===== config.mk =====
export PLATFORM = sky130hd
export DESIGN_NAME = duty_cycle_temperature_decoder_unit_flat
export DESIGN_NICKNAME = d
export VERILOG_FILES = /design/src/rtl/dctd_pkg.sv /design/src/rtl/dctd_if.sv /design/src/rtl/duty_cycle_temperature_decoder_unit.sv /design/src/flat_wrapper.sv
export SDC_FILE = /design/constraint.sdc
export NUM_CORES = 1
export LEC_CHECK = 0
export BUFFER_PORTS_ARGS = -buffer_cell sky130_fd_sc_hd__buf_2
export CORE_MARGIN = 2
export CORE_UTILIZATION = 39
export DETAILED_ROUTE_END_ITERATION = 16
export PLACE_DENSITY = 0.58
export SYNTH_ARGS = -nofsm -noshare
export SYNTH_HDL_FRONTEND = slang
export SYNTH_SLANG_ARGS = --single-unit

===== constraint.sdc =====
create_clock -name clock -period 5.3 [get_ports clock]
set_clock_uncertainty 0.05 [all_clocks]
set_input_delay 1.06 -clock clock [delete_from_list [all_inputs] [get_ports clock]]
set_output_delay 1.06 -clock clock [all_outputs]
set_load 0.05 [all_outputs]

===== src/rtl/dctd_pkg.sv =====
// Package: shared types and constants of the duty cycle temperature decoder.
package dctd_pkg;

   // Field and counter widths
   localparam int unsigned CSR_W      = 24;
   localparam int unsigned INTERVAL_W = 24;
   localparam int unsigned COUNT_W    = 5;
   localparam int unsigned SUM_W      = 21;
   localparam int unsigned DUTY_W     = 16;
   localparam int unsigned QUOT_W     = 17;
   localparam int unsigned TEMP_W     = 12;
   localparam int unsigned TENTHS_W   = 10;
   localparam int unsigned PROD_W     = 36;
   localparam int unsigned DEN_W      = 23;
   localparam int unsigned STEP_W     = 5;

   // Register reset values and limits
   localparam logic [INTERVAL_W-1:0] INTERVAL_RESET = 24'd800000;
   localparam logic [COUNT_W-1:0]    SAMPLES_RESET  = 5'd10;
   localparam logic [COUNT_W-1:0]    SAMPLES_MAX    = 5'd16;

   // Temperature scaling: t = round(5*(3125*S - 65380352*n) / (483328*n))
   localparam logic [13:0] SUM_SCALE    = 14'd15625;
   localparam logic [28:0] OFFSET_SCALE = 29'd326901760;
   localparam logic [18:0] DEN_SCALE    = 19'd483328;

   // Output limits and rounding constants
   localparam logic [QUOT_W-1:0]   TEMP_POS_LIMIT = 17'd1500;
   localparam logic [QUOT_W-1:0]   TEMP_NEG_LIMIT = 17'd700;
   localparam logic [TENTHS_W-1:0] TENTHS_LIMIT   = 10'd1000;
   localparam logic [9:0]          TENTHS_SCALE   = 10'd1000;
   localparam logic [26:0]         TENTHS_HALF    = 27'd32768;
   localparam logic [DUTY_W-1:0]   DUTY_MAX       = 16'hFFFF;

   // Last step of the 17-step divider
   localparam logic [STEP_W-1:0] LAST_STEP = 5'd16;

   // Register indexes
   typedef enum logic [0:0] {
      CSR_SAMPLE_INTERVAL,
      CSR_SAMPLES_TO_AVERAGE
   } dctd_csr_type;

   // Sequencer states
   typedef enum logic [3:0] {
      ST_IDLE,
      ST_DUTY_LOAD,
      ST_DUTY_DIV,
      ST_DUTY_DONE,
      ST_TEMP_MUL,
      ST_TEMP_SUB,
      ST_TEMP_ADD,
      ST_TEMP_DIV,
      ST_REPORT
   } dctd_state_type;

endpackage


===== src/rtl/dctd_if.sv =====
// Interfaces: sensor sample request channel and temperature result channel.
interface dctd_req_if;
   logic valid;
   logic ready;
   logic sensor_level;

   modport source (output valid, output sensor_level, input ready);
   modport sink (input valid, input sensor_level, output ready);
endinterface

interface dctd_rsp_if;
   logic                                valid;
   logic                                ready;
   logic signed [dctd_pkg::TEMP_W-1:0]  temperature_tenths;
   logic        [dctd_pkg::TENTHS_W-1:0] duty_tenths_percent;
   logic                                valid_res;

   modport source (output valid, output temperature_tenths, output duty_tenths_percent,
                   output valid_res, input ready);
   modport sink (input valid, input temperature_tenths, input duty_tenths_percent,
                 input valid_res, output ready);
endinterface


===== src/rtl/duty_cycle_temperature_decoder_unit.sv =====
// Top level: duty cycle temperature decoder with a shared restoring divider.
// An ordinary tick request is taken every cycle while the sequencer is idle.
// A tick that ends a sample interval keeps ready low through load, 17 divider steps and store.
// A tick that also closes an averaging run keeps it low through multiply, subtract, add, 17 more
// divider steps and report, which holds while the previous report waits on the channel.
// Synchronous active-high reset clears all timers, counters, sums and restores register defaults.
module duty_cycle_temperature_decoder_unit #(
   parameter int unsigned TIMER_WIDTH = 16
) (
   input  logic                            clock,
   input  logic                            reset,
   dctd_req_if.sink                        req_chan,
   dctd_rsp_if.source                      rsp_chan,
   input  logic                            csr_write_en,
   input  logic [0:0]                      csr_index,
   input  logic [dctd_pkg::CSR_W-1:0]      csr_wdata
);

   localparam int unsigned DIV_W = (TIMER_WIDTH + 17 > 40) ? TIMER_WIDTH + 17 : 40;

   // Control state
   dctd_pkg::dctd_state_type state_ff, state_in;
   logic [dctd_pkg::INTERVAL_W-1:0] csr_interval_ff, csr_interval_in;
   logic [dctd_pkg::COUNT_W-1:0]    csr_samples_ff, csr_samples_in;
   logic                            prev_level_ff, prev_level_in;
   logic [TIMER_WIDTH-1:0]          edge_timer_ff, edge_timer_in;
   logic [TIMER_WIDTH-1:0]          low_ticks_ff, low_ticks_in;
   logic [TIMER_WIDTH-1:0]          high_ticks_ff, high_ticks_in;
   logic [dctd_pkg::INTERVAL_W-1:0] interval_cnt_ff, interval_cnt_in;
   logic [dctd_pkg::COUNT_W-1:0]    sample_cnt_ff, sample_cnt_in;
   logic [dctd_pkg::SUM_W-1:0]      duty_sum_ff, duty_sum_in;
   logic [dctd_pkg::DUTY_W-1:0]     last_duty_ff, last_duty_in;
   logic [dctd_pkg::STEP_W-1:0]     step_ff, step_in;
   logic                            rsp_valid_ff, rsp_valid_in;

   // Datapath registers
   logic [DIV_W-1:0]                rem_ff, rem_in;
   logic [DIV_W-1:0]                div_ff, div_in;
   logic [dctd_pkg::QUOT_W-1:0]     quot_ff, quot_in;
   logic [dctd_pkg::PROD_W-1:0]     sum_prod_ff, sum_prod_in;
   logic [dctd_pkg::PROD_W-1:0]     off_prod_ff, off_prod_in;
   logic [dctd_pkg::DEN_W-1:0]      den_ff, den_in;
   logic                            neg_ff, neg_in;
   logic signed [dctd_pkg::TEMP_W-1:0] temp_out_ff, temp_out_in;
   logic [dctd_pkg::TENTHS_W-1:0]   tenths_out_ff, tenths_out_in;
   logic                            valid_out_ff, valid_out_in;

   // Combinational helpers
   logic                            req_accept;
   logic [dctd_pkg::INTERVAL_W-1:0] interval_eff;
   logic [dctd_pkg::INTERVAL_W-1:0] interval_next;
   logic [dctd_pkg::COUNT_W-1:0]    samples_eff;
   logic [dctd_pkg::COUNT_W-1:0]    sample_next;
   logic [TIMER_WIDTH:0]            period;
   logic                            div_ge;
   logic [dctd_pkg::DUTY_W-1:0]     duty_sat;
   logic [34:0]                     sum_prod;
   logic [33:0]                     off_prod;
   logic [23:0]                     den_prod;
   logic [dctd_pkg::QUOT_W-1:0]     temp_mag;
   logic [25:0]                     tenths_prod;
   logic [26:0]                     tenths_round;
   logic [10:0]                     tenths_raw;
   logic                            rsp_free;

   assign req_accept = req_chan.valid && req_chan.ready;
   assign req_chan.ready = (state_ff == dctd_pkg::ST_IDLE);
   assign rsp_free = !rsp_valid_ff || rsp_chan.ready;

   // Register writes
   always_comb begin
      csr_interval_in = csr_interval_ff;
      csr_samples_in  = csr_samples_ff;
      if (csr_write_en) begin
         unique case (dctd_pkg::dctd_csr_type'(csr_index))
            dctd_pkg::CSR_SAMPLE_INTERVAL:    csr_interval_in = csr_wdata;
            dctd_pkg::CSR_SAMPLES_TO_AVERAGE: csr_samples_in  = csr_wdata[dctd_pkg::COUNT_W-1:0];
            default: ;
         endcase
      end
   end

   // Effective configuration and shared unit operands
   always_comb begin
      interval_eff  = (csr_interval_ff == '0) ? dctd_pkg::INTERVAL_W'(1) : csr_interval_ff;
      interval_next = interval_cnt_ff + dctd_pkg::INTERVAL_W'(1);
      if (csr_samples_ff == '0) begin
         samples_eff = dctd_pkg::COUNT_W'(1);
      end else if (csr_samples_ff > dctd_pkg::SAMPLES_MAX) begin
         samples_eff = dctd_pkg::SAMPLES_MAX;
      end else begin
         samples_eff = csr_samples_ff;
      end
      sample_next  = sample_cnt_ff + dctd_pkg::COUNT_W'(1);
      period       = {1'b0, high_ticks_ff} + {1'b0, low_ticks_ff};
      div_ge       = (rem_ff >= div_ff);
      duty_sat     = quot_ff[dctd_pkg::QUOT_W-1] ? dctd_pkg::DUTY_MAX
                                                  : quot_ff[dctd_pkg::DUTY_W-1:0];
      sum_prod     = duty_sum_ff * dctd_pkg::SUM_SCALE;
      off_prod     = samples_eff * dctd_pkg::OFFSET_SCALE;
      den_prod     = samples_eff * dctd_pkg::DEN_SCALE;
      // Clamp the rounded magnitude to the reporting range
      if (neg_ff) begin
         temp_mag = (quot_ff > dctd_pkg::TEMP_NEG_LIMIT) ? dctd_pkg::TEMP_NEG_LIMIT : quot_ff;
      end else begin
         temp_mag = (quot_ff > dctd_pkg::TEMP_POS_LIMIT) ? dctd_pkg::TEMP_POS_LIMIT : quot_ff;
      end
      tenths_prod  = last_duty_ff * dctd_pkg::TENTHS_SCALE;
      tenths_round = {1'b0, tenths_prod} + dctd_pkg::TENTHS_HALF;
      tenths_raw   = tenths_round[26:16];
   end

   // Sequencer: next state and datapath
   always_comb begin
      state_in        = state_ff;
      prev_level_in   = prev_level_ff;
      edge_timer_in   = edge_timer_ff;
      low_ticks_in    = low_ticks_ff;
      high_ticks_in   = high_ticks_ff;
      interval_cnt_in = interval_cnt_ff;
      sample_cnt_in   = sample_cnt_ff;
      duty_sum_in     = duty_sum_ff;
      last_duty_in    = last_duty_ff;
      step_in         = step_ff;
      rsp_valid_in    = rsp_valid_ff && !rsp_chan.ready;
      rem_in          = rem_ff;
      div_in          = div_ff;
      quot_in         = quot_ff;
      sum_prod_in     = sum_prod_ff;
      off_prod_in     = off_prod_ff;
      den_in          = den_ff;
      neg_in          = neg_ff;
      temp_out_in     = temp_out_ff;
      tenths_out_in   = tenths_out_ff;
      valid_out_in    = valid_out_ff;

      unique case (state_ff)
         dctd_pkg::ST_IDLE: begin
            if (req_accept) begin
               // Latch the time spent at the old level on an edge, else count up
               if (req_chan.sensor_level != prev_level_ff) begin
                  if (req_chan.sensor_level) begin
                     low_ticks_in = edge_timer_ff;
                  end else begin
                     high_ticks_in = edge_timer_ff;
                  end
                  edge_timer_in = TIMER_WIDTH'(1);
                  prev_level_in = req_chan.sensor_level;
               end else if (edge_timer_ff != '1) begin
                  edge_timer_in = edge_timer_ff + TIMER_WIDTH'(1);
               end
               // Advance the interval counter and start a sample when it expires
               if (interval_next >= interval_eff) begin
                  interval_cnt_in = '0;
                  state_in        = dctd_pkg::ST_DUTY_LOAD;
               end else begin
                  interval_cnt_in = interval_next;
               end
            end
         end

         dctd_pkg::ST_DUTY_LOAD: begin
            // A zero period gets an unreachable divisor so that the quotient is zero
            rem_in   = DIV_W'({high_ticks_ff, 16'b0});
            div_in   = (period == '0) ? '1 : DIV_W'({period, 16'b0});
            quot_in  = '0;
            step_in  = '0;
            state_in = dctd_pkg::ST_DUTY_DIV;
         end

         dctd_pkg::ST_DUTY_DIV, dctd_pkg::ST_TEMP_DIV: begin
            // One restoring step of the shared divider
            if (div_ge) begin
               rem_in = rem_ff - div_ff;
            end
            quot_in = {quot_ff[dctd_pkg::QUOT_W-2:0], div_ge};
            div_in  = div_ff >> 1;
            if (step_ff == dctd_pkg::LAST_STEP) begin
               state_in = (state_ff == dctd_pkg::ST_DUTY_DIV) ? dctd_pkg::ST_DUTY_DONE
                                                               : dctd_pkg::ST_REPORT;
            end else begin
               step_in = step_ff + dctd_pkg::STEP_W'(1);
            end
         end

         dctd_pkg::ST_DUTY_DONE: begin
            // Store the duty, accumulate it and decide whether a report is due
            last_duty_in  = duty_sat;
            duty_sum_in   = duty_sum_ff + dctd_pkg::SUM_W'(duty_sat);
            sample_cnt_in = sample_next;
            state_in      = (sample_next >= samples_eff) ? dctd_pkg::ST_TEMP_MUL
                                                         : dctd_pkg::ST_IDLE;
         end

         dctd_pkg::ST_TEMP_MUL: begin
            sum_prod_in = dctd_pkg::PROD_W'(sum_prod);
            off_prod_in = dctd_pkg::PROD_W'(off_prod);
            den_in      = den_prod[dctd_pkg::DEN_W-1:0];
            state_in    = dctd_pkg::ST_TEMP_SUB;
         end

         dctd_pkg::ST_TEMP_SUB: begin
            // Split the numerator into sign and magnitude
            neg_in = (off_prod_ff > sum_prod_ff);
            rem_in = (off_prod_ff > sum_prod_ff) ? DIV_W'(off_prod_ff - sum_prod_ff)
                                                 : DIV_W'(sum_prod_ff - off_prod_ff);
            state_in = dctd_pkg::ST_TEMP_ADD;
         end

         dctd_pkg::ST_TEMP_ADD: begin
            // Add half the divisor so the truncating divide rounds to nearest
            rem_in   = rem_ff + DIV_W'(den_ff[dctd_pkg::DEN_W-1:1]);
            div_in   = DIV_W'({den_ff, 16'b0});
            quot_in  = '0;
            step_in  = '0;
            state_in = dctd_pkg::ST_TEMP_DIV;
         end

         dctd_pkg::ST_REPORT: begin
            // Hold until the output register is free, then post the result
            if (rsp_free) begin
               temp_out_in   = neg_ff ? -dctd_pkg::TEMP_W'(temp_mag)
                                      : dctd_pkg::TEMP_W'(temp_mag);
               tenths_out_in = (tenths_raw > 11'(dctd_pkg::TENTHS_LIMIT))
                             ? dctd_pkg::TENTHS_LIMIT : tenths_raw[dctd_pkg::TENTHS_W-1:0];
               valid_out_in  = (high_ticks_ff != '0) && (low_ticks_ff != '0);
               rsp_valid_in  = 1'b1;
               duty_sum_in   = '0;
               sample_cnt_in = '0;
               state_in      = dctd_pkg::ST_IDLE;
            end
         end

         default: state_in = dctd_pkg::ST_IDLE;
      endcase
   end

   // State register
   always_ff @(posedge clock) begin
      if (reset) begin
         state_ff <= dctd_pkg::ST_IDLE;
      end else begin
         state_ff <= state_in;
      end
   end

   // Control registers
   always_ff @(posedge clock) begin
      if (reset) begin
         csr_interval_ff <= dctd_pkg::INTERVAL_RESET;
         csr_samples_ff  <= dctd_pkg::SAMPLES_RESET;
         prev_level_ff   <= 1'b0;
         edge_timer_ff   <= '0;
         low_ticks_ff    <= '0;
         high_ticks_ff   <= '0;
         interval_cnt_ff <= '0;
         sample_cnt_ff   <= '0;
         duty_sum_ff     <= '0;
         last_duty_ff    <= '0;
         step_ff         <= '0;
         rsp_valid_ff    <= 1'b0;
      end else begin
         csr_interval_ff <= csr_interval_in;
         csr_samples_ff  <= csr_samples_in;
         prev_level_ff   <= prev_level_in;
         edge_timer_ff   <= edge_timer_in;
         low_ticks_ff    <= low_ticks_in;
         high_ticks_ff   <= high_ticks_in;
         interval_cnt_ff <= interval_cnt_in;
         sample_cnt_ff   <= sample_cnt_in;
         duty_sum_ff     <= duty_sum_in;
         last_duty_ff    <= last_duty_in;
         step_ff         <= step_in;
         rsp_valid_ff    <= rsp_valid_in;
      end
   end

   // Datapath registers
   always_ff @(posedge clock) begin
      rem_ff        <= rem_in;
      div_ff        <= div_in;
      quot_ff       <= quot_in;
      sum_prod_ff   <= sum_prod_in;
      off_prod_ff   <= off_prod_in;
      den_ff        <= den_in;
      neg_ff        <= neg_in;
      temp_out_ff   <= temp_out_in;
      tenths_out_ff <= tenths_out_in;
      valid_out_ff  <= valid_out_in;
   end

   // Drive the result channel
   assign rsp_chan.valid               = rsp_valid_ff;
   assign rsp_chan.temperature_tenths  = temp_out_ff;
   assign rsp_chan.duty_tenths_percent = tenths_out_ff;
   assign rsp_chan.valid_res           = valid_out_ff;

   // Divider step count never runs past its last step
   assert property (@(posedge clock) disable iff (reset)
      step_ff <= dctd_pkg::LAST_STEP)
      else $error("divider step count out of range");

   // A new result only appears after the report state
   assert property (@(posedge clock) disable iff (reset)
      $rose(rsp_valid_ff) |-> $past(state_ff == dctd_pkg::ST_REPORT))
      else $error("result posted outside the report state");

   // Reported temperature stays within its range
   assert property (@(posedge clock) disable iff (reset)
      rsp_valid_ff |-> (temp_out_ff >= -12'sd700) && (temp_out_ff <= 12'sd1500))
      else $error("temperature out of range");

   // Reported duty stays within a full scale of 100 percent
   assert property (@(posedge clock) disable iff (reset)
      rsp_valid_ff |-> tenths_out_ff <= dctd_pkg::TENTHS_LIMIT)
      else $error("duty out of range");

endmodule

===== src/flat_wrapper.sv =====
// flat-port wrapper written by rule: the top's interface ports become plain ports
module duty_cycle_temperature_decoder_unit_flat 
#(
   parameter int unsigned TIMER_WIDTH = 16
)
  (clock, reset, csr_write_en, csr_index, csr_wdata, req_chan_valid, req_chan_sensor_level, req_chan_ready, rsp_chan_valid, rsp_chan_temperature_tenths, rsp_chan_duty_tenths_percent, rsp_chan_valid_res, rsp_chan_ready);
  dctd_req_if req_chan_i ();
  dctd_rsp_if rsp_chan_i ();
  input  logic clock;
  input  logic reset;
  input  logic csr_write_en;
  input  logic [0:0] csr_index;
  input  logic [dctd_pkg::CSR_W-1:0] csr_wdata;
  input wire logic [$bits(req_chan_i.valid)-1:0] req_chan_valid;
  input wire logic [$bits(req_chan_i.sensor_level)-1:0] req_chan_sensor_level;
  output wire logic [$bits(req_chan_i.ready)-1:0] req_chan_ready;
  output wire logic [$bits(rsp_chan_i.valid)-1:0] rsp_chan_valid;
  output wire logic [$bits(rsp_chan_i.temperature_tenths)-1:0] rsp_chan_temperature_tenths;
  output wire logic [$bits(rsp_chan_i.duty_tenths_percent)-1:0] rsp_chan_duty_tenths_percent;
  output wire logic [$bits(rsp_chan_i.valid_res)-1:0] rsp_chan_valid_res;
  input wire logic [$bits(rsp_chan_i.ready)-1:0] rsp_chan_ready;
  assign req_chan_i.valid = req_chan_valid;
  assign req_chan_i.sensor_level = req_chan_sensor_level;
  assign req_chan_ready = req_chan_i.ready;
  assign rsp_chan_valid = rsp_chan_i.valid;
  assign rsp_chan_temperature_tenths = rsp_chan_i.temperature_tenths;
  assign rsp_chan_duty_tenths_percent = rsp_chan_i.duty_tenths_percent;
  assign rsp_chan_valid_res = rsp_chan_i.valid_res;
  assign rsp_chan_i.ready = rsp_chan_ready;
  duty_cycle_temperature_decoder_unit #(.TIMER_WIDTH(TIMER_WIDTH)) u_core (.clock(clock), .reset(reset), .req_chan(req_chan_i), .rsp_chan(rsp_chan_i), .csr_write_en(csr_write_en), .csr_index(csr_index), .csr_wdata(csr_wdata));
endmodule

==> run_results.csv, run 1 <==
group,metric,value,unit
power,power_frac_seq,0.396,
routing,avgViaCountPerCell,5.28,
global_route,overflow,0,
finish,drive_gt1_frac,0.133,
setup_path,setup.worst_path.start_class,"flip-flop",
floorplanning,num_rows,101,
sta,fin_crit_sh,1.01,
routing,avgRoutedWirePerCell,16.8,um
synth,yosysUniqueCellTypes,88,
routing,vias,24161,
floorplanning,die_h,281,um
sta,setup_ws,-0.0622,ns
finish,nets,4071,
finish,n_antenna_cell,0,
routing,final_antenna_net_count,0,
placed_design,port_buffers,55,
cts,cts_tree,"built",
synth,synthXorXnorAreaFrac,0.0633,
routing,drt-initial-drc-count,1561,
worst_hold_path,holdCritStartpoint,"u_core.csr_samples_ff[0]",
setup_path,r2r-start,"u_core.duty_sum_ff[1]",
sta,max_freq,186,MHz
run_status,failed_checks,"setup timing",
cts,cts.sinks,338,
power,p_int,5.30,mW
finish,area_growth,16.0,%
worst_hold_path,holdPathEnd,"u_core.csr_samples_ff[0]",
cts,insertion_delay,0.61,ns
synth,synth_compound_area_frac,0.170,
synth,synth_fa_ha_area_frac,0.260,
global_route,antenna_found_initial,0,
global_route,grt_use_met3,0.0248,
synth,synth_flop_cell,"edfxtp_1",
setup_path,worstPathRequired,5.59,ns
synth,syn_inst,3320,
cts,cts_buffers,45,
setup_path,rr_endpoint,"u_core.sum_prod_ff[34]",
floorplanning,fp.dieArea,78900,um^2
synth,synth_top_family_by_area,"adder cells",
setup_path,critPathMaxFanout,4,
power,p_comb_frac,0.202,
synth,synth-simple-area-share,0.153,
power,clkPwrFrac,0.402,
synth,synth_common_cells,"ha_1, inv_1, nand2_1, a21oi_1, nor2_1",
global_route,grtUsageMet2,0.323,
setup_path,ff2ff_path_depth,22,
synth,synthArstFlopShare,0,
synth,synth-edff-count,184,
placed_design,dpl.hpwl,59100,um
floorplanning,start_util,0.394,
synth,avgSynthCellArea,9.00,um^2
global_route,grt_pass1_wl,126000,um
synth,synth_most_common_cell,"ha_1",
setup_path,r2r_slack,-0.06,ns
power,power_density,219,nW/um^2
setup_path,crit_arrival,5.65,ns
run_status,status,"finished, violations left",
routing,totalWireLength,76900,um
worst_hold_path,hold_depth,2,
placed_design,globalplace.congestion,0.898,
global_route,track_usage,0.197,
flow_run,drv_cap,0,
routing,first_pass_iters,7,
cts,cts_buffer_depth,3,
sta,hold_viol_final,0,
global_route,grt_pass1_vias,23536,
floorplanning,dieWidth,281,um
synth,yosysTopAreaCell,"edfxtp_1",
worst_hold_path,min_path_type,"reg2reg",
sta,drv_slew,0,
synth,synth_top_cell_area_share,0.185,
synth,syn_area,29900,um^2
sta,maxSlewHeadroom,0.227,
synth,syn_nets,3880,
power,p_leak,15.7,nW
global_route,grt_busiest_layer,"met2",
power,power.net_switching,2.30,mW
synth,ys_warn_count,0,
global_route,grt_max_degree,63,
sta,tightest_slew,1.15,ns
setup_path,path_class,"reg2reg",
synth,ys_seq_area_frac,0.288,
synth,synthMuxAreaShare,0.00578,
cts,htreeDepth,2,
power,netSwitchingFraction,0.302,
sta,fin_setup_tns,-0.0952,ns
sta,post-route-min-period,5.36,ns
sta,grt_setup_unrepaired,"yes",
power,max-vdd-ir-drop,0.000288,V
cts,cts_hold_buffers,0,
routing,post-route-drc-count,0,
global_route,grt_util_met1,0.279,
cts,clkTransAtPathRegs,0.06,ns
synth,synth_seq_cells,338,
floorplanning,ios,56,
sta,finalSetupViolCount,5,
floorplanning,fp.coreArea,75900,um^2
setup_path,endpoint_kind,"flip-flop",
synth,synthTopCellsByArea,"edfxtp_1, ha_1, dfxtp_1, fa_1, inv_1",
power,total_power,7.60,mW
cts,cts-root-buf,"clkbuf_16",
registers in the layout (all words and copies together) (netlist names):
name                                 flops
u_core.rsp_chan.valid                    1
u_core.off_prod_ff                      20
u_core.state_ff                          4
u_core.interval_cnt_ff                  24
u_core.duty_sum_ff                      21
u_core.rsp_chan.temperature_tenths      12
u_core.csr_samples_ff                    5
u_core.rsp_chan.valid_res                1
u_core.csr_interval_ff                  24
u_core.sample_cnt_ff                     5
u_core.neg_ff                            1
u_core.rem_ff                           40
u_core.den_ff                            8
u_core.prev_level_ff                     1
u_core.rsp_chan.duty_tenths_percent     10
u_core.high_ticks_ff                    16
u_core.last_duty_ff                     16
u_core.edge_timer_ff                    16
u_core.step_ff                           5
u_core.quot_ff                          17
u_core.div_ff                           40
u_core.low_ticks_ff                     16
u_core.sum_prod_ff                      35
power by group through the flow:
| stage | logic (mW) | clock network, mW | registers, mW |
|---|---|---|---|
| 5_1_grt | 1.73 | 3.24 | 3.02 |
| 3_3_place_gp | 1.51 | 0 | 3.06 |
| 6_report | 1.54 | 3.06 | 3.01 |
| 3_5_place_dp | 1.51 | 0 | 3.06 |
| 2_1_floorplan | 1.11 | 0 | 3.03 |
| 4_1_cts | 1.53 | 3.14 | 3.01 |
critical path, cell delays in order, from the launching register on:
cell and delay [ns]:
dfxtp_4 0.36, fa_1 0.51, inv_2 0.04, fa_1 0.46, fa_1 0.49, inv_1 0.05, fa_1 0.43, ha_1 0.29
inv_2 0.04, fa_1 0.48, inv_2 0.05, ha_4 0.26, a21o_1 0.12, a211oi_2 0.07, o2bb2ai_2 0.13, a211o_1 0.31
a211oi_2 0.24, o22ai_2 0.12, o21ai_2 0.16, nor3_2 0.06, o21bai_1 0.15, a21oi_1 0.10, xnor2_1 0.13
cell usage in the layout (no fill, tap or decap), types with 28 or more instances in the layout:
cell type | synthesis | routed
a211oi_1 | 31 | 28
a21o_1 | 73 | 73
a21oi_1 | 259 | 248
a22oi_1 | 29 | 29
and3_1 | 39 | 38
buf_2 | 3 | 54
buf_4 | 1 | 183
clkbuf_16 | 0 | 46
dfxtp_1 | 154 | 140
edfxtp_1 | 184 | 184
fa_1 | 153 | 144
ha_1 | 376 | 366
inv_1 | 368 | 350
nand2_1 | 291 | 286
nand2b_1 | 33 | 33
nand3_1 | 84 | 80
nand4_1 | 39 | 39
nor2_1 | 217 | 212
nor2b_1 | 43 | 42
nor3_1 | 47 | 40
nor4_1 | 29 | 28
o21ai_0 | 87 | 80
o21ai_1 | 68 | 66
o21bai_1 | 30 | 30
xnor2_1 | 131 | 128
xor2_1 | 85 | 83
worst max-delay path by stage:
stage / start / end / slack (ns) / depth (start not counted)
detailed placement: u_core.duty_sum_ff[7] / u_core.sum_prod_ff[34] / -0.37 / 20
global placement: u_core.duty_sum_ff[0] / u_core.sum_prod_ff[34] / -0.32 / 22
CTS: u_core.duty_sum_ff[1] / u_core.sum_prod_ff[34] / -0.08 / 22
finish: u_core.duty_sum_ff[1] / u_core.sum_prod_ff[34] / -0.06 / 22
global route: u_core.last_duty_ff[1] / u_core.rsp_chan.duty_tenths_percent[0] / -0.30 / 20
floorplan: u_core.duty_sum_ff[8] / u_core.sum_prod_ff[34] / -0.22 / 20
routing by layer:
metal	share of wire	up-vias
li1	-	12105
met1	0.48	11553
met2	0.46	420
met3	0.040	83
met4	0.020	0
met5	0	-
repair_timing:
item / CTS / global route
endpoints found under the hold margin: 0 / 0
buffers inserted: 11 / 16
gates resized for setup: 70 / 63
pin swaps: 84 / 53
setup endpoints to repair: 20 / 23
cells by family (layout without fill, tap and decap cells):
family | count (synthesis) | after routing
AO/OA/AOI/OAI | 795 | 795
XOR/XNOR | 216 | 216
adder cells (fa/ha/maj) | 529 | 529
buffers and inverters | 481 | 708
flip-flops | 338 | 338
multiplexers | 17 | 17
other | 2 | 2
AND/OR/NAND/NOR | 942 | 942
final cells by class:
class | instances | area, um^2
repair buffers | 251 | 1820
flip-flops and latches | 338 | 8650
multi-input cells | 2501 | 20100
clock inverters | 24 | 245
clock buffers | 59 | 1210
inverters | 374 | 1410
well taps | 1030 | 1290
fillers | 7394 | 41300
per-stage QoR:
step                setup WS (ns)  area, um^2  instances  hold WS [ns]  utilization
floorplan                  -0.222       30000       3320         0.383            -
global placement           -0.315       32500       4469         0.395        0.428
detailed placement         -0.368       32500       4469         0.396        0.428
CTS                       -0.0764       34300       4561         0.405        0.452
global route               -0.297       34700       4577         0.423        0.457
finish                    -0.0622       34700       4577         0.403        0.457
Note: power is estimated with default switching activity, not from simulation.
==> inputs of run 2 (changes only) <==
--- a/config.mk
+++ b/config.mk
@@ -9,7 +9,7 @@
 export CORE_MARGIN = 2
 export CORE_UTILIZATION = 39
 export DETAILED_ROUTE_END_ITERATION = 16
-export PLACE_DENSITY = 0.58
+export PLACE_DENSITY = 0.56
 export SYNTH_ARGS = -nofsm -noshare
 export SYNTH_HDL_FRONTEND = slang
 export SYNTH_SLANG_ARGS = --single-unit
==> constraint.sdc (replaced) <==
create_clock -name clock -period 6.6 [get_ports clock]
set_clock_uncertainty 0.05 [all_clocks]
set_input_delay 1.32 -clock clock [delete_from_list [all_inputs] [get_ports clock]]
set_output_delay 1.32 -clock clock [all_outputs]
set_load 0.05 [all_outputs]
==> run 2 against run 1 <==
The run now ends clean; register-to-register slack better by 0.64 ns; via count fell by 3.2%; clock-buffer cell count did not move; critical endpoint unchanged; largest power group unchanged; power shrank 19%.
==> run_results.csv, run 2 (synthesis results as in run 1) <==
group,metric,value,unit
placed_design,placed_cell_area,31400,um^2
finish,n_antenna_cell,0,
setup_path,worstPathRequired,6.90,ns
placed_design,port_buffers,55,
worst_hold_path,holdCritStartpoint,"u_core.csr_samples_ff[0]",
finish,final_common_cell,"ha_1",
cts,cts_tree,"built",
setup_path,r2r_slack,0.58,ns
sta,drv_slew,0,
cts,cts.sinks,338,
run_status,status,"complete, no violations",
cts,cts_buffer_depth,3,
sta,tightest_slew,1.10,ns
finish,fin_util,0.434,
sta,fin_setup_tns,0,ns
routing,totalWireLength,75600,um
setup_path,crit_arrival,6.32,ns
worst_hold_path,hold_depth,2,
power,power_density,187,nW/um^2
sta,finalSetupViolCount,0,
global_route,antenna_found_initial,0,
finish,layout_common_cells,"ha_1, inv_1, nand2_1, a21oi_1, nor2_1",
setup_path,rr_endpoint,"u_core.sum_prod_ff[34]",
power,total_power,6.16,mW
sta,fin_crit_sh,0.912,
routing,final_antenna_net_count,0,
cts,clkTransAtPathRegs,0.06,ns
floorplanning,fp.dieArea,78900,um^2
setup_path,r2r-start,"u_core.duty_sum_ff[0]",
sta,post-route-min-period,6.02,ns
cts,insertion_delay,0.61,ns
global_route,overflow,0,
placed_design,globalplace.congestion,0.890,
setup_path,critPathMaxFanout,5,
routing,post-route-drc-count,0,
floorplanning,fp.coreArea,75900,um^2
floorplanning,num_rows,101,
setup_path,endpoint_kind,"flip-flop",
sta,max_freq,166,MHz
sta,maxSlewHeadroom,0.261,
setup_path,path_class,"reg2reg",
worst_hold_path,min_path_type,"reg2reg",
cts,cts-root-buf,"clkbuf_16",
floorplanning,die_h,281,um
global_route,grt_max_degree,67,
flow_run,drv_cap,0,
worst_hold_path,holdPathEnd,"u_core.csr_samples_ff[0]",
finish,area_growth,10.2,%
cts,cts_buffers,44,
sta,hold_viol_final,0,
global_route,grt_pass1_vias,22905,
power,max-vdd-ir-drop,0.000186,V
floorplanning,start_util,0.394,
setup_path,setup.worst_path.start_class,"flip-flop",
setup_path,ff2ff_path_depth,22,
global_route,track_usage,0.193,
floorplanning,dieWidth,281,um
global_route,grt_pass1_wl,123000,um
routing,vias,23397,
floorplanning,ios,56,
cts,htreeDepth,2,
finish,nets,3915,
routing,first_pass_iters,5,
finish,final_cell_area,32900,um^2
power,p_leak,14.8,nW
finish,largestRegisters,"u_core.div_ff (40), u_core.rem_ff (40), u_core.sum_prod_ff (35)",
routing,drt-initial-drc-count,1382,
placed_design,dpl.hpwl,57600,um
finish,drive_gt1_frac,0.0619,
sta,grt_setup_unrepaired,"no",
routing,avgRoutedWirePerCell,17.1,um
routing,avgViaCountPerCell,5.29,
## run 2: cell count changes in the layout (fill, tap and decap cells not counted), moves of 6 or more
| cell | delta |
|---|---|
| ha_4 | -10 |
| ha_1 | +10 |
| a21oi_2 | -11 |
| inv_2 | -16 |
| dfxtp_1 | +14 |
| inv_1 | +18 |
| buf_4 | -141 |
| dfxtp_2 | -6 |
| fa_1 | +9 |
| a21oi_1 | +11 |
| fa_2 | -9 |
| buf_6 | -12 |
| dfxtp_4 | -8 |
## run 2: cell type report
cell class | instances | area [um^2]
fill | 7534 | 43000
sequential | 338 | 8610
clock buffer | 59 | 1250
inverter | 374 | 1400
tap | 1030 | 1290
timing repair buffer | 96 | 586
multi-input combinational | 2501 | 19500
clock inverter | 23 | 278
## run 2: metrics by stage
step	hold WS, ns	instances	setup WS, ns
finish	0.416	4421	0.583
detailed placement	0.408	4339	0.522
floorplan	0.383	3320	0.824
global route	0.446	4421	0.0303
global placement	0.402	4339	0.561
CTS	0.416	4421	0.523
## run 2: critical path, stage by stage (launching register included)
cell	delay [ns]
dfxtp_1	0.32
fa_1	0.53
inv_1	0.05
fa_1	0.49
fa_1	0.55
inv_1	0.05
fa_1	0.45
ha_1	0.28
inv_1	0.05
fa_1	0.50
inv_1	0.04
ha_1	0.35
a21o_1	0.20
a211oi_1	0.37
o2bb2ai_1	0.19
a211o_1	0.18
a211oi_1	0.09
o22ai_1	0.30
o21ai_1	0.16
nor3_1	0.22
o21bai_1	0.11
a21oi_1	0.17
xnor2_1	0.07
## run 2: how the worst max path moves through the flow
stage	start	endpoint	slack, ns	cells past startpoint
6_report	u_core.duty_sum_ff[0]	u_core.sum_prod_ff[34]	0.58	22
5_1_grt	u_core.last_duty_ff[6]	u_core.rsp_chan.duty_tenths_percent[0]	0.03	18
4_1_cts	u_core.last_duty_ff[6]	u_core.rsp_chan.duty_tenths_percent[0]	0.52	18
3_5_place_dp	u_core.last_duty_ff[4]	u_core.rsp_chan.duty_tenths_percent[0]	0.52	18
3_3_place_gp	u_core.duty_sum_ff[0]	u_core.sum_prod_ff[34]	0.56	22
2_1_floorplan	u_core.duty_sum_ff[1]	u_core.sum_prod_ff[34]	0.82	22
## run 2: repair_timing
action                                  in CTS  in global routing
setup buffers                                0                  0
hold buffers                                 0                  0
endpoints found under the setup margin       0                  5
gates resized for setup                      0                  1
hold endpoints to repair                     0                  0
## run 2: routing by layer
layer,track usage,wire (um),share of wire
met1,0.271,36800,0.49
met2,0.317,34500,0.46
met5,0,0,0
met4,0.0391,1200,0.016
met3,0.0242,3050,0.040
## run 2: report_power, final
group	switching, mW	internal [mW]
clock network	1.02	1.54
logic	0.723	0.461
registers	0.0713	2.35
